### config.mk
export PLATFORM = sky130hd
export DESIGN_NAME = mesh_outline_copy_expander
export DESIGN_NICKNAME = d
export VERILOG_FILES = /design/src/rtl/core/moce_pkg.sv /design/src/rtl/core/mesh_outline_copy_expander.sv /design/src/rtl/core/moce_cfg.sv /design/src/rtl/core/moce_front.sv /design/src/rtl/core/moce_fifo.sv /design/src/rtl/core/moce_back.sv
export SDC_FILE = /design/constraint.sdc
export NUM_CORES = 1
export LEC_CHECK = 0
export BUFFER_PORTS_ARGS = -buffer_cell sky130_fd_sc_hd__buf_2
export CORE_UTILIZATION = 30
export DETAILED_ROUTE_END_ITERATION = 16
export PLACE_DENSITY = 0.48
export RECOVER_POWER = 25
export SLEW_MARGIN = 20
export SYNTH_ARGS = -nofsm -noshare
export SYNTH_HDL_FRONTEND = slang
export SYNTH_HIERARCHICAL = 1
export SYNTH_SLANG_ARGS = --single-unit
### constraint.sdc
create_clock -name clk_i -period 15 [get_ports clk_i]
set_clock_uncertainty 0.05 [all_clocks]
set_input_delay 3 -clock clk_i [delete_from_list [all_inputs] [get_ports clk_i]]
set_output_delay 3 -clock clk_i [all_outputs]
set_load 0.1 [all_outputs]
### src/rtl/core/moce_pkg.sv
`timescale 1ns / 1ps
// ----------------------------------------------------------------------------
// moce_pkg
// Shared types, register indexes and the direction table of the outline
// copy expander.
// ----------------------------------------------------------------------------
package moce_pkg;

  localparam int unsigned MAX_VERTICES_DEF = 65535;
  localparam int unsigned QUEUE_DEPTH      = 2;
  localparam int unsigned CFG_IDX_W        = 3;

  localparam logic [CFG_IDX_W-1:0] CFG_OUTLINE_COLOR     = 3'd0;
  localparam logic [CFG_IDX_W-1:0] CFG_OFFSET_HORIZONTAL = 3'd1;
  localparam logic [CFG_IDX_W-1:0] CFG_OFFSET_VERTICAL   = 3'd2;
  localparam logic [CFG_IDX_W-1:0] CFG_EIGHT_DIRECTIONS  = 3'd3;
  localparam logic [CFG_IDX_W-1:0] CFG_MULTIPLY_ALPHA    = 3'd4;
  localparam logic [CFG_IDX_W-1:0] CFG_VERTICES_PER_COPY = 3'd5;

  localparam logic [3:0] COPY_ORIGINAL = 4'd0;
  localparam logic [3:0] COPY_FIRST    = 4'd1;
  localparam logic [3:0] COPY_FOUR     = 4'd4;
  localparam logic [3:0] COPY_EIGHT    = 4'd8;

  localparam logic MODE_VERTEX = 1'b0;
  localparam logic MODE_INDEX  = 1'b1;

  typedef enum logic [1:0] {
    KCNT_NONE,
    KCNT_FOUR,
    KCNT_EIGHT
  } kcnt_e;

  typedef enum logic [1:0] {
    SGN_ZERO,
    SGN_POS,
    SGN_NEG
  } sgn_e;

  typedef struct packed {
    sgn_e h;
    sgn_e v;
  } dir_t;

  typedef struct packed {
    logic [31:0]        outline_color;
    logic signed [31:0] offset_horizontal;
    logic signed [31:0] offset_vertical;
    logic               eight_directions;
    logic               multiply_alpha;
    logic [15:0]        vertices_per_copy;
  } cfg_t;

  // One classified item as it travels from front to back
  typedef struct packed {
    logic               mode;
    kcnt_e              kcnt;
    logic signed [31:0] pos_horizontal;
    logic signed [31:0] pos_vertical;
    logic [31:0]        color;
    logic [63:0]        texcoord;
    logic [15:0]        tri_index;
  } item_t;

  typedef struct packed {
    logic [3:0]         copy_number;
    logic signed [31:0] out_horizontal;
    logic signed [31:0] out_vertical;
    logic [31:0]        out_color;
    logic [63:0]        out_texcoord;
    logic [15:0]        out_index;
    logic               status;
    logic               last;
  } res_t;

  function automatic dir_t copy_dir(logic [3:0] copy);
    dir_t d;
    unique case (copy)
      4'd1:    d = '{h: SGN_POS,  v: SGN_POS};
      4'd2:    d = '{h: SGN_NEG,  v: SGN_POS};
      4'd3:    d = '{h: SGN_POS,  v: SGN_NEG};
      4'd4:    d = '{h: SGN_NEG,  v: SGN_NEG};
      4'd5:    d = '{h: SGN_NEG,  v: SGN_ZERO};
      4'd6:    d = '{h: SGN_POS,  v: SGN_ZERO};
      4'd7:    d = '{h: SGN_ZERO, v: SGN_POS};
      4'd8:    d = '{h: SGN_ZERO, v: SGN_NEG};
      default: d = '{h: SGN_ZERO, v: SGN_ZERO};
    endcase
    return d;
  endfunction

endpackage

### src/rtl/core/mesh_outline_copy_expander.sv
`timescale 1ns / 1ps
// ----------------------------------------------------------------------------
// mesh_outline_copy_expander
// Expands UI mesh vertices and triangle indices into outline copies.
// ----------------------------------------------------------------------------
// The output side delivers one result per cycle while pop keeps up, so a
// vertex item yields K results (8 or 4 copies, or 1 when the mesh is too
// large for an outline) and an index item K+1 (1 when too large); this rate
// is set by the copy sequencer in the back stage, which steps one copy per
// unstalled cycle into a single output register. Items pass a front register
// that picks K and scales the outline alpha, a two-entry queue and the back
// item register before the output register, so a new item is taken while the
// previous one is still expanding. Configuration writes are registered and
// must be made only while no item is in flight.
// ----------------------------------------------------------------------------
module mesh_outline_copy_expander #(
  parameter int unsigned MAX_VERTICES = moce_pkg::MAX_VERTICES_DEF
) (
  input  logic                           clk_i,
  input  logic                           rst_ni,
  input  logic                           cfg_valid_i,
  output logic                           cfg_ready_o,
  input  logic [moce_pkg::CFG_IDX_W-1:0] cfg_index_i,
  input  logic [31:0]                    cfg_data_i,
  input  logic                           push,
  output logic                           full,
  input  logic                           mode_i,
  input  logic signed [31:0]             pos_horizontal_i,
  input  logic signed [31:0]             pos_vertical_i,
  input  logic [7:0]                     source_alpha_i,
  input  logic [63:0]                    texcoord_bits_i,
  input  logic [15:0]                    tri_index_i,
  output logic                           empty,
  input  logic                           pop,
  output logic [3:0]                     copy_number_o,
  output logic signed [31:0]             out_horizontal_o,
  output logic signed [31:0]             out_vertical_o,
  output logic [31:0]                    out_color_o,
  output logic [63:0]                    out_texcoord_o,
  output logic [15:0]                    out_index_o,
  output logic                           status_o,
  output logic                           last_o
);
  import moce_pkg::*;

  cfg_t  cfg;
  item_t wr_item, rd_item;
  logic  q_wr, q_full, q_rd, q_empty;
  res_t  res;

  moce_cfg u_cfg (
    .clk_i       (clk_i),
    .rst_ni      (rst_ni),
    .cfg_valid_i (cfg_valid_i),
    .cfg_ready_o (cfg_ready_o),
    .cfg_index_i (cfg_index_i),
    .cfg_data_i  (cfg_data_i),
    .cfg_o       (cfg)
  );

  moce_front #(
    .MAX_VERTICES (MAX_VERTICES)
  ) u_front (
    .clk_i            (clk_i),
    .rst_ni           (rst_ni),
    .cfg_i            (cfg),
    .push             (push),
    .full             (full),
    .mode_i           (mode_i),
    .pos_horizontal_i (pos_horizontal_i),
    .pos_vertical_i   (pos_vertical_i),
    .source_alpha_i   (source_alpha_i),
    .texcoord_bits_i  (texcoord_bits_i),
    .tri_index_i      (tri_index_i),
    .q_wr_o           (q_wr),
    .q_item_o         (wr_item),
    .q_full_i         (q_full)
  );

  moce_fifo u_fifo (
    .clk_i     (clk_i),
    .rst_ni    (rst_ni),
    .wr_i      (q_wr),
    .wr_item_i (wr_item),
    .full_o    (q_full),
    .rd_i      (q_rd),
    .rd_item_o (rd_item),
    .empty_o   (q_empty)
  );

  moce_back u_back (
    .clk_i     (clk_i),
    .rst_ni    (rst_ni),
    .cfg_i     (cfg),
    .q_item_i  (rd_item),
    .q_empty_i (q_empty),
    .q_rd_o    (q_rd),
    .empty     (empty),
    .pop       (pop),
    .res_o     (res)
  );

  assign copy_number_o    = res.copy_number;
  assign out_horizontal_o = res.out_horizontal;
  assign out_vertical_o   = res.out_vertical;
  assign out_color_o      = res.out_color;
  assign out_texcoord_o   = res.out_texcoord;
  assign out_index_o      = res.out_index;
  assign status_o         = res.status;
  assign last_o           = res.last;

endmodule

### src/rtl/core/moce_cfg.sv
`timescale 1ns / 1ps
// ----------------------------------------------------------------------------
// moce_cfg
// Configuration register file, written through a valid/ready channel.
// ----------------------------------------------------------------------------
module moce_cfg (
  input  logic                           clk_i,
  input  logic                           rst_ni,
  input  logic                           cfg_valid_i,
  output logic                           cfg_ready_o,
  input  logic [moce_pkg::CFG_IDX_W-1:0] cfg_index_i,
  input  logic [31:0]                    cfg_data_i,
  output moce_pkg::cfg_t                 cfg_o
);
  import moce_pkg::*;

  cfg_t cfg_q, cfg_d;

  assign cfg_ready_o = 1'b1;
  assign cfg_o       = cfg_q;

  always_comb begin
    cfg_d = cfg_q;
    if (cfg_valid_i) begin
      unique case (cfg_index_i)
        CFG_OUTLINE_COLOR:     cfg_d.outline_color     = cfg_data_i;
        CFG_OFFSET_HORIZONTAL: cfg_d.offset_horizontal = cfg_data_i;
        CFG_OFFSET_VERTICAL:   cfg_d.offset_vertical   = cfg_data_i;
        CFG_EIGHT_DIRECTIONS:  cfg_d.eight_directions  = cfg_data_i[0];
        CFG_MULTIPLY_ALPHA:    cfg_d.multiply_alpha    = cfg_data_i[0];
        CFG_VERTICES_PER_COPY: cfg_d.vertices_per_copy = cfg_data_i[15:0];
        default: ;  // drop writes beyond the register list
      endcase
    end
  end

  always_ff @(posedge clk_i or negedge rst_ni) begin
    if (!rst_ni) begin
      cfg_q.outline_color     <= 32'hFF00_0000;
      cfg_q.offset_horizontal <= 32'sd65536;
      cfg_q.offset_vertical   <= 32'sd65536;
      cfg_q.eight_directions  <= 1'b0;
      cfg_q.multiply_alpha    <= 1'b1;
      cfg_q.vertices_per_copy <= 16'd1;
    end else begin
      cfg_q <= cfg_d;
    end
  end

endmodule

### src/rtl/core/moce_front.sv
`timescale 1ns / 1ps
// ----------------------------------------------------------------------------
// moce_front
// Input stage: accepts items, picks the copy count and scales the outline
// alpha, then hands the classified item to the queue.
// ----------------------------------------------------------------------------
module moce_front #(
  parameter int unsigned MAX_VERTICES = moce_pkg::MAX_VERTICES_DEF
) (
  input  logic                  clk_i,
  input  logic                  rst_ni,
  input  moce_pkg::cfg_t        cfg_i,
  input  logic                  push,
  output logic                  full,
  input  logic                  mode_i,
  input  logic signed [31:0]    pos_horizontal_i,
  input  logic signed [31:0]    pos_vertical_i,
  input  logic [7:0]            source_alpha_i,
  input  logic [63:0]           texcoord_bits_i,
  input  logic [15:0]           tri_index_i,
  output logic                  q_wr_o,
  output moce_pkg::item_t       q_item_o,
  input  logic                  q_full_i
);
  import moce_pkg::*;

  localparam int unsigned VertW = $clog2(MAX_VERTICES + 1);
  localparam int unsigned CmpW  = (VertW > 20) ? VertW : 20;

  logic            valid_q, valid_d;
  item_t           item_q, item_d;
  logic            accept;
  logic [CmpW-1:0] n_ext, n5, n9, max_v;
  kcnt_e           kcnt;
  logic [15:0]     alpha_prod, alpha_sum;
  logic [7:0]      alpha;

  assign q_wr_o   = valid_q && !q_full_i;
  assign q_item_o = item_q;
  assign full     = valid_q && q_full_i;
  assign accept   = push && !full;

  assign n_ext = CmpW'(cfg_i.vertices_per_copy);
  assign n5    = (n_ext << 2) + n_ext;
  assign n9    = (n_ext << 3) + n_ext;
  assign max_v = CmpW'(MAX_VERTICES);

  always_comb begin
    priority if (cfg_i.vertices_per_copy == 16'd0 || n5 > max_v) begin
      kcnt = KCNT_NONE;
    end else if (cfg_i.eight_directions && n9 <= max_v) begin
      kcnt = KCNT_EIGHT;
    end else begin
      kcnt = KCNT_FOUR;
    end
  end

  // floor(p / 255) for p up to 255*255
  assign alpha_prod = 16'(source_alpha_i) * 16'(cfg_i.outline_color[31:24]);
  assign alpha_sum  = alpha_prod + (alpha_prod >> 8) + 16'd1;
  assign alpha      = alpha_sum[15:8];

  always_comb begin
    item_d.mode           = mode_i;
    item_d.kcnt           = kcnt;
    item_d.pos_horizontal = pos_horizontal_i;
    item_d.pos_vertical   = pos_vertical_i;
    item_d.color          = cfg_i.multiply_alpha ?
                            {alpha, cfg_i.outline_color[23:0]} : cfg_i.outline_color;
    item_d.texcoord       = texcoord_bits_i;
    item_d.tri_index      = tri_index_i;
  end

  always_comb begin
    valid_d = valid_q;
    if (accept) begin
      valid_d = 1'b1;
    end else if (q_wr_o) begin
      valid_d = 1'b0;
    end
  end

  always_ff @(posedge clk_i or negedge rst_ni) begin
    if (!rst_ni) begin
      valid_q <= 1'b0;
    end else begin
      valid_q <= valid_d;
    end
  end

  always_ff @(posedge clk_i) begin
    if (accept) begin
      item_q <= item_d;
    end
  end

endmodule

### src/rtl/core/moce_fifo.sv
`timescale 1ns / 1ps
// ----------------------------------------------------------------------------
// moce_fifo
// Short queue of classified items between the front and back stages.
// ----------------------------------------------------------------------------
module moce_fifo (
  input  logic            clk_i,
  input  logic            rst_ni,
  input  logic            wr_i,
  input  moce_pkg::item_t wr_item_i,
  output logic            full_o,
  input  logic            rd_i,
  output moce_pkg::item_t rd_item_o,
  output logic            empty_o
);
  import moce_pkg::*;

  localparam int unsigned PtrW = (QUEUE_DEPTH > 1) ? $clog2(QUEUE_DEPTH) : 1;
  localparam int unsigned CntW = $clog2(QUEUE_DEPTH + 1);
  localparam logic [PtrW-1:0] PtrLast = PtrW'(QUEUE_DEPTH - 1);
  localparam logic [CntW-1:0] CntFull = CntW'(QUEUE_DEPTH);

  item_t           mem_q [QUEUE_DEPTH];
  logic [PtrW-1:0] wr_ptr_q, wr_ptr_d, rd_ptr_q, rd_ptr_d;
  logic [CntW-1:0] count_q, count_d;
  logic            do_wr, do_rd;

  assign full_o    = (count_q == CntFull);
  assign empty_o   = (count_q == '0);
  assign do_wr     = wr_i && !full_o;
  assign do_rd     = rd_i && !empty_o;
  assign rd_item_o = mem_q[rd_ptr_q];

  always_comb begin
    wr_ptr_d = wr_ptr_q;
    rd_ptr_d = rd_ptr_q;
    count_d  = count_q;
    if (do_wr) begin
      wr_ptr_d = (wr_ptr_q == PtrLast) ? '0 : wr_ptr_q + PtrW'(1);
    end
    if (do_rd) begin
      rd_ptr_d = (rd_ptr_q == PtrLast) ? '0 : rd_ptr_q + PtrW'(1);
    end
    if (do_wr && !do_rd) begin
      count_d = count_q + CntW'(1);
    end else if (do_rd && !do_wr) begin
      count_d = count_q - CntW'(1);
    end
  end

  always_ff @(posedge clk_i or negedge rst_ni) begin
    if (!rst_ni) begin
      wr_ptr_q <= '0;
      rd_ptr_q <= '0;
      count_q  <= '0;
    end else begin
      wr_ptr_q <= wr_ptr_d;
      rd_ptr_q <= rd_ptr_d;
      count_q  <= count_d;
    end
  end

  always_ff @(posedge clk_i) begin
    if (do_wr) begin
      mem_q[wr_ptr_q] <= wr_item_i;
    end
  end

  a_count_range: assert property (@(posedge clk_i) disable iff (!rst_ni)
    count_q <= CntFull)
    else $error("queue count beyond depth");

  a_count_track: assert property (@(posedge clk_i) disable iff (!rst_ni)
    (do_wr && !do_rd) |=> count_q == $past(count_q) + CntW'(1))
    else $error("queue count missed a write");

  a_ptr_gap: assert property (@(posedge clk_i) disable iff (!rst_ni)
    (empty_o || full_o) |-> wr_ptr_q == rd_ptr_q)
    else $error("queue pointers disagree with count");

endmodule

### src/rtl/core/moce_back.sv
`timescale 1ns / 1ps
// ----------------------------------------------------------------------------
// moce_back
// Copy sequencer: walks the copies of the item at the queue head and
// emits one result per cycle into the output register while pop keeps up.
// ----------------------------------------------------------------------------
module moce_back (
  input  logic            clk_i,
  input  logic            rst_ni,
  input  moce_pkg::cfg_t  cfg_i,
  input  moce_pkg::item_t q_item_i,
  input  logic            q_empty_i,
  output logic            q_rd_o,
  output logic            empty,
  input  logic            pop,
  output moce_pkg::res_t  res_o
);
  import moce_pkg::*;

  logic        busy_q, busy_d;
  item_t       item_q;
  logic [3:0]  copy_q, copy_d;
  logic [15:0] acc_q, acc_d;
  logic        out_valid_q, out_valid_d;
  res_t        res_q, res_d;
  logic        emit;
  logic [3:0]  copy_max;
  dir_t        dir;

  function automatic logic signed [31:0] sat_shift(logic signed [31:0] pos,
                                                   logic signed [31:0] off,
                                                   sgn_e sgn);
    logic signed [33:0] off_x;
    logic signed [33:0] sum;
    unique case (sgn)
      SGN_POS: off_x = 34'(off);
      SGN_NEG: off_x = -34'(off);
      default: off_x = '0;
    endcase
    sum = 34'(pos) + off_x;
    if (!sum[33] && sum[32:31] != 2'b00) begin
      return 32'sh7FFF_FFFF;
    end else if (sum[33] && sum[32:31] != 2'b11) begin
      return 32'sh8000_0000;
    end
    return sum[31:0];
  endfunction

  assign emit     = busy_q && (!out_valid_q || pop);
  assign copy_max = (item_q.kcnt == KCNT_EIGHT) ? COPY_EIGHT : COPY_FOUR;
  assign dir      = copy_dir(copy_q);

  always_comb begin
    res_d = '0;
    if (item_q.kcnt == KCNT_NONE) begin
      res_d.status = 1'b1;
      res_d.last   = 1'b1;
      if (item_q.mode == MODE_INDEX) begin
        res_d.out_index = item_q.tri_index;
      end
    end else if (item_q.mode == MODE_INDEX) begin
      res_d.copy_number = copy_q;
      res_d.out_index   = (copy_q == COPY_ORIGINAL) ? item_q.tri_index : acc_q;
      res_d.last        = (copy_q == COPY_ORIGINAL);
    end else begin
      res_d.copy_number    = copy_q;
      res_d.out_horizontal = sat_shift(item_q.pos_horizontal,
                                       cfg_i.offset_horizontal, dir.h);
      res_d.out_vertical   = sat_shift(item_q.pos_vertical,
                                       cfg_i.offset_vertical, dir.v);
      res_d.out_color      = item_q.color;
      res_d.out_texcoord   = item_q.texcoord;
      res_d.last           = (copy_q == copy_max);
    end
  end

  // take the next item when idle or as the current one emits its last result
  assign q_rd_o = !q_empty_i && (!busy_q || (emit && res_d.last));

  always_comb begin
    busy_d = busy_q;
    copy_d = copy_q;
    acc_d  = acc_q;
    if (emit) begin
      acc_d  = acc_q + cfg_i.vertices_per_copy;
      copy_d = (item_q.mode == MODE_INDEX && copy_q == copy_max) ?
               COPY_ORIGINAL : copy_q + 4'd1;
      if (res_d.last) begin
        busy_d = 1'b0;
      end
    end
    if (q_rd_o) begin
      busy_d = 1'b1;
      copy_d = (q_item_i.kcnt == KCNT_NONE) ? COPY_ORIGINAL : COPY_FIRST;
      acc_d  = q_item_i.tri_index + cfg_i.vertices_per_copy;
    end
  end

  always_comb begin
    out_valid_d = out_valid_q;
    if (emit) begin
      out_valid_d = 1'b1;
    end else if (pop) begin
      out_valid_d = 1'b0;
    end
  end

  always_ff @(posedge clk_i or negedge rst_ni) begin
    if (!rst_ni) begin
      busy_q      <= 1'b0;
      copy_q      <= COPY_ORIGINAL;
      out_valid_q <= 1'b0;
    end else begin
      busy_q      <= busy_d;
      copy_q      <= copy_d;
      out_valid_q <= out_valid_d;
    end
  end

  always_ff @(posedge clk_i) begin
    acc_q <= acc_d;
    if (q_rd_o) begin
      item_q <= q_item_i;
    end
    if (emit) begin
      res_q <= res_d;
    end
  end

  assign empty = !out_valid_q;
  assign res_o = res_q;

  a_copy_range: assert property (@(posedge clk_i) disable iff (!rst_ni)
    busy_q |-> copy_q <= COPY_EIGHT)
    else $error("copy counter out of range");

  a_status_last: assert property (@(posedge clk_i) disable iff (!rst_ni)
    (out_valid_q && res_q.status) |-> res_q.last)
    else $error("mesh-too-large result not marked last");

  a_stall_hold: assert property (@(posedge clk_i) disable iff (!rst_ni)
    (out_valid_q && !pop) |=> (out_valid_q && $stable(res_q)))
    else $error("output register changed while stalled");

  a_idle_no_emit: assert property (@(posedge clk_i) disable iff (!rst_ni)
    (!busy_q && !out_valid_q) |=> !out_valid_q || $past(q_rd_o) == 1'b0)
    else $error("result emitted without an item");

endmodule
After elaboration in Yosys (flattened, before gate mapping)
Memory sizes are Yosys's and may differ from the RTL's.
Index checks and enable logic that the tools add are counted.
{ "totals": {"register_bits": 681, "ram_bits": 358, "romBits": 64, "input_bits": 193, "out_inout_bits": 185, "wordCells": 168, "memories": 2} }
{ "classes": {"n_addsub": 15, "mul": 1, "n_lt_le_gt_ge": 2, "n_eq_ne": 14, "muxes": 49, "n_reduce_logical": 49} }
{ "mem_list": {"columns": ["memory", "words", "width", "read_ports", "rd_clocked_by_memory_dff", "write_ports", "line_no", "rtl"], "rows": [
  ["u_fifo.mem_q", 2, 179, 1, 0, 1, "moce_fifo.sv:23", "item_t mem_q [QUEUE_DEPTH];"],
  ["(no name shown)", 16, 4, 1, 0, 0, "moce_pkg.sv:78", "unique case (copy)"]
]} }
{ "ops": {"columns": ["cell", "count"], "rows": [
  ["$mux W32", 7],
  ["$mux W34", 4],
  ["$pmux W34 S2", 2],
  ["$mux W16", 6],
  ["$add A32 B34 Y34", 2],
  ["$neg A32 Y34", 2],
  ["$add A16 B16 Y16", 2],
  ["$mux W1", 23],
  ["$add A19 B16 Y20", 1],
  ["$gt A20 B16 Y1 const B", 1],
  ["$le A20 B16 Y1 const B", 1],
  ["$add A18 B16 Y19", 1],
  ["$add A16 B1 Y16 const B", 1],
  ["$add A16 B8 Y16", 1],
  ["$logic_and A1 B1 Y1", 16],
  ["$logic_not A16 Y1", 1],
  ["$mul A8 B8 Y16", 1],
  ["$mux W4", 4],
  ["$reduce_and A2 Y1", 7],
  ["$reduce_bool A2 Y1", 7],
  ["$logic_not A1 Y1", 9],
  ["$eq A2 B2 Y1 const B", 4],
  ["$eq A3 B2 Y1 const B", 2],
  ["$eq A3 B3 Y1 const B", 2],
  ["14 further kinds", 23]
]} }

Longest topological paths before layout
An unclocked memory read counts as a cell.
{ "depth": {"word_depth": 13, "depth_mapped": 25, "mapped_depth_nobuf": 23} }

Cells and area by module
The synthesis kept the hierarchy.
{ "by_module_without_submodules": {"columns": ["module", "n_inst", "cells_each", "area_per_inst_um2"], "rows": [
  ["moce_back", 1, 1614, 19535.0],
  ["moce_fifo", 1, 576, 13513.0],
  ["moce_front", 1, 571, 8730.9],
  ["moce_cfg", 1, 248, 4370.4]
]} }

Worst setup path after synthesis
OpenSTA, ideal clock, no wires.
{ "synth_path": {"kind": "input-to-reg", "startpoint": "in push", "endpoint": "reg u_front.item_q, in the netlist u_front/q_item_o[0] (enable)", "setup_time_ns": 0.738, "arrival_ns": 10.727, "required_time_ns": 14.212, "path_slack_ns": 3.486, "cell_stages": 1, "path_buffers": 0, "cell_sequence": "nor2b_1"} }
{ "synth_via": {"elab_chain_len": 1} }
{ "synth_lines": {"columns": ["element", "line_no", "rtl"], "rows": [
  ["start: declaration", "mesh_outline_copy_expander.sv:25", "input logic push,"],
  ["$logic_and A1 B1 Y1", "moce_front.sv:41", "assign accept = push && !full;"],
  ["end signal: assignment", "moce_front.sv:93", "item_q <= item_d;"],
  ["end: declaration", "moce_front.sv:31", "item_t item_q, item_d;"]
]} }
Every way passes these cells.
A chain may end at the register's enable or synchronous reset.

==> results.md <==
- Vias per cell: 4.63
- Area share of the largest cell type after synthesis: 59.5%
- Top cells by count, synth: edfxtp_1, mux2_2, ha_1
- DP HPWL: 78100 um
- Overflow after GRT: 0
- Clock Path Buffers: 3
- CTS resizes: 0
- Number of global-route vias before repair: 25900
- Seq/Total Area, Yosys: 66.3%
- Placed cell areas: 50400 um^2
- Crit path max fanout: 8
- Rows: 143
- Worst Max-Slew Pin Slew: 3.22 ns
- IO Pins: 378
- Outcome: finished with violations
- Ys flop type: edfxtp_1
- Gr usage total: 14.5%
- PortBufs: 376
- # hold bufs at CTS: 0
- Post-synth EDFFs: 914
- Hold slack: 0.393 ns
- Min-Delay Path Class: reg2reg
- Tcrit/Tclk final: 55.8%
- Clk pin slew, worst setup/hold paths: 0.06 ns
- Synth Area per Inst: 15.3 um^2
- Final setup viols: 0
- Chip width: 394 um
- H-Tree Depth: 3
- Remaining DRCs: 0
- Area growth, synth to finish: 17.4%
- Fill count: 14700
- Critical path arrival: 8.78 ns
- Ys Warns: 6
- Non-filler cells in the finished layout: 5564
- Count leader, synth: edfxtp_1
- Total vias in the final route: 25800
- Peak Freq: 119 MHz
- Tmin final: 8.37 ns
- Total die area: 155000 um^2
- Crit Path Category: in2reg
- Crit-path max cell delay: 0.63 ns
- Mapped Nets: 3404
- Synth cell types: 85
- CTS tree: yes
- Largest net degree at the start of global routing: 92
- Final Max Slew Viols: 141
- CP required: 15.41 ns
- Largest area contributor in the netlist: edfxtp_1
- Inserted Clock Buffers: 113
- Placed insts: 5353
- Initial antenna violation count: 27
- Synth Instances: 3009
- Nets: 3833
- First drt pass iteration count: 5
- First-pass GRT wire length: 168000 um
- Die Y: 394 um
- Top cells by area, synth: edfxtp_1, dfrtp_1, mux2_2, ha_1, mux2_4
- Drt total wl: 114000 um
- CTS Root Cell: clkbuf_16
- Clk_lat worst skew: 0.73 ns
- Multi-input combinational cell area: 14600 um^2
- Setup crit start kind: primary input
- Slowest CP cell: a2111oi_0
- Setup tns final: 0 ns
- Final hold vios: 0
- Share of post-route cells with drive strength above 1: 25.8%
- Max-cap violations: 4
- Post-route cell area: 54200 um^2
- Starting DRT DRC Count: 1318
- Avg WL per Cell: 20.6 um
- Sequential cell area: 30600 um^2
- Core Area: 152000 um^2
- Count of state elements after synthesis: 1039
- Netlist Area Pre-Place: 46100 um^2
- Initial core utilization: 30.3%
- Async set-or-reset flop fraction in the synthesized netlist: 12.0%
- CP endpoint kind: flip-flop
- Post-DRT Antenna Nets: 0
- Placer's final routability congestion estimate: 0.804
- Failing checks: capacitance limit, slew limit
- Post-CTS setup buffers: 0
- Most used cell along the critical path: fa_1
- CTS Sinks: 1039
- Max transition margin: -115%
- Critical path cell sequence: buf_2 -> nand2_1 -> fa_1 -> fa_1 -> inv_1 -> fa_1 -> inv_1 -> fa_1 -> inv_1 -> ha_1 -> a21o_1 -> a2111oi_0 -> nor3_1 -> or2_1 -> ha_1 -> o21a_1 -> o21ai_0 -> a21oi_1 -> o21ai_1 -> o41ai_2 -> nand2_1 -> xnor2_1 -> mux2_2
- Unrepaired setup endpoints after global routing: false
-- worst max-delay path, delay by kind of cell --
kind	cells	cell delay (ns)
XOR/XNOR	1	0.15
buffers and inverters	4	0.32
AO/OA/AOI/OAI	7	1.78
AND/OR/NAND/NOR	4	0.67
adder cells (fa/ha/maj)	6	2.61
multiplexers	1	0.26
-- cells in the final DEF (no fill, tap or decap), drive strengths merged, types with 14 or more instances in the layout --
cell      n
a211oi   22
a21boi   19
a21o     59
a21oi   110
a22oi    45
a32oi    14
and2    156
and3     18
buf     413
bufinv   16
clkbuf  144
clkinv   42
dfrtp   113
edfxtp  914
fa       41
ha      161
inv     100
mux2    311
nand2   135
nand2b   18
nand3    14
nor2    128
nor3     39
nor4     14
o211ai   15
o21a     17
o21ai    88
o31ai    34
or2      14
or3      14
xnor2    76
xor2     62
-- area by class of cell --
cell class / instances / share of cell area (%)
repair buffers: 415 / 4.03
clock inverters: 66 / 1.59
clock buffers: 142 / 5.55
flip-flops and latches: 1039 / 56.5
diodes: 3 / 0.0139
multi-input cells: 1771 / 27.0
inverters: 98 / 0.693
well taps: 2030 / 4.69
-- per-stage QoR --
step / util, % / setup slack, ns
floorplan: - / 3.49
global placement: 33.1 / 5.88
detailed placement: 33.1 / 5.96
CTS: 35.6 / 6.74
global route: 35.6 / 6.23
finish: 35.6 / 6.63
-- path summary, 6_finish.rpt --
check | from | end | slack, ns | depth (start not counted)
setup / recovery | source_alpha_i[5] | u_front/q_item_o[106] | 6.63 | 23
hold / removal | u_front/q_item_o[70] | u_fifo/mem_q[1][70] | 0.39 | 0
setup reg to reg | u_back/copy_q[0] | u_back/res_o[128] | 8.22 | 19
hold reg to reg | u_front/q_item_o[70] | u_fifo/mem_q[1][70] | 0.39 | 0
max in group asynchronous | rst_ni | u_cfg/cfg_o[26] | 11.03 | 3
min in group asynchronous | rst_ni | u_fifo/count_q[0] | 2.18 | 1
-- flip-flops by register name, indices dropped and copies added (netlist names), 2 cells and up --
name and count:
u_fifo/mem_q 358, u_back/res_o 182, u_back/item_q 179, u_front/q_item_o 179
u_cfg/cfg_o 114, u_back/acc_q 16, u_back/copy_q 4, u_fifo/count_q 2
-- cells by family after synthesis --
kind of cell               synth area share, %
AOI/OAI and AO/OA                         7.29
xor gates and xnor gates                  2.62
adders and majority gates                 6.14
buffers and inverters                     2.07
DFF                                       66.3
muxes                                     8.52
other                                  0.00813
and+or+nand+nor                           7.08
-- metal layers --
layer	part of all wire [%]	wire length (um)	global-route usage, %	up-vias
li1	-	-	-	12200
met1	45	51600	19.1	12800
met2	47	54200	23.7	564
met3	5.4	6210	3.32	149
met4	2.0	2270	4.06	16
met5	0.081	93	0	-
Power is left out: the tool's default activity adds up to more than one toggle a clock period on the data nets, which glitch-free logic cannot reach.
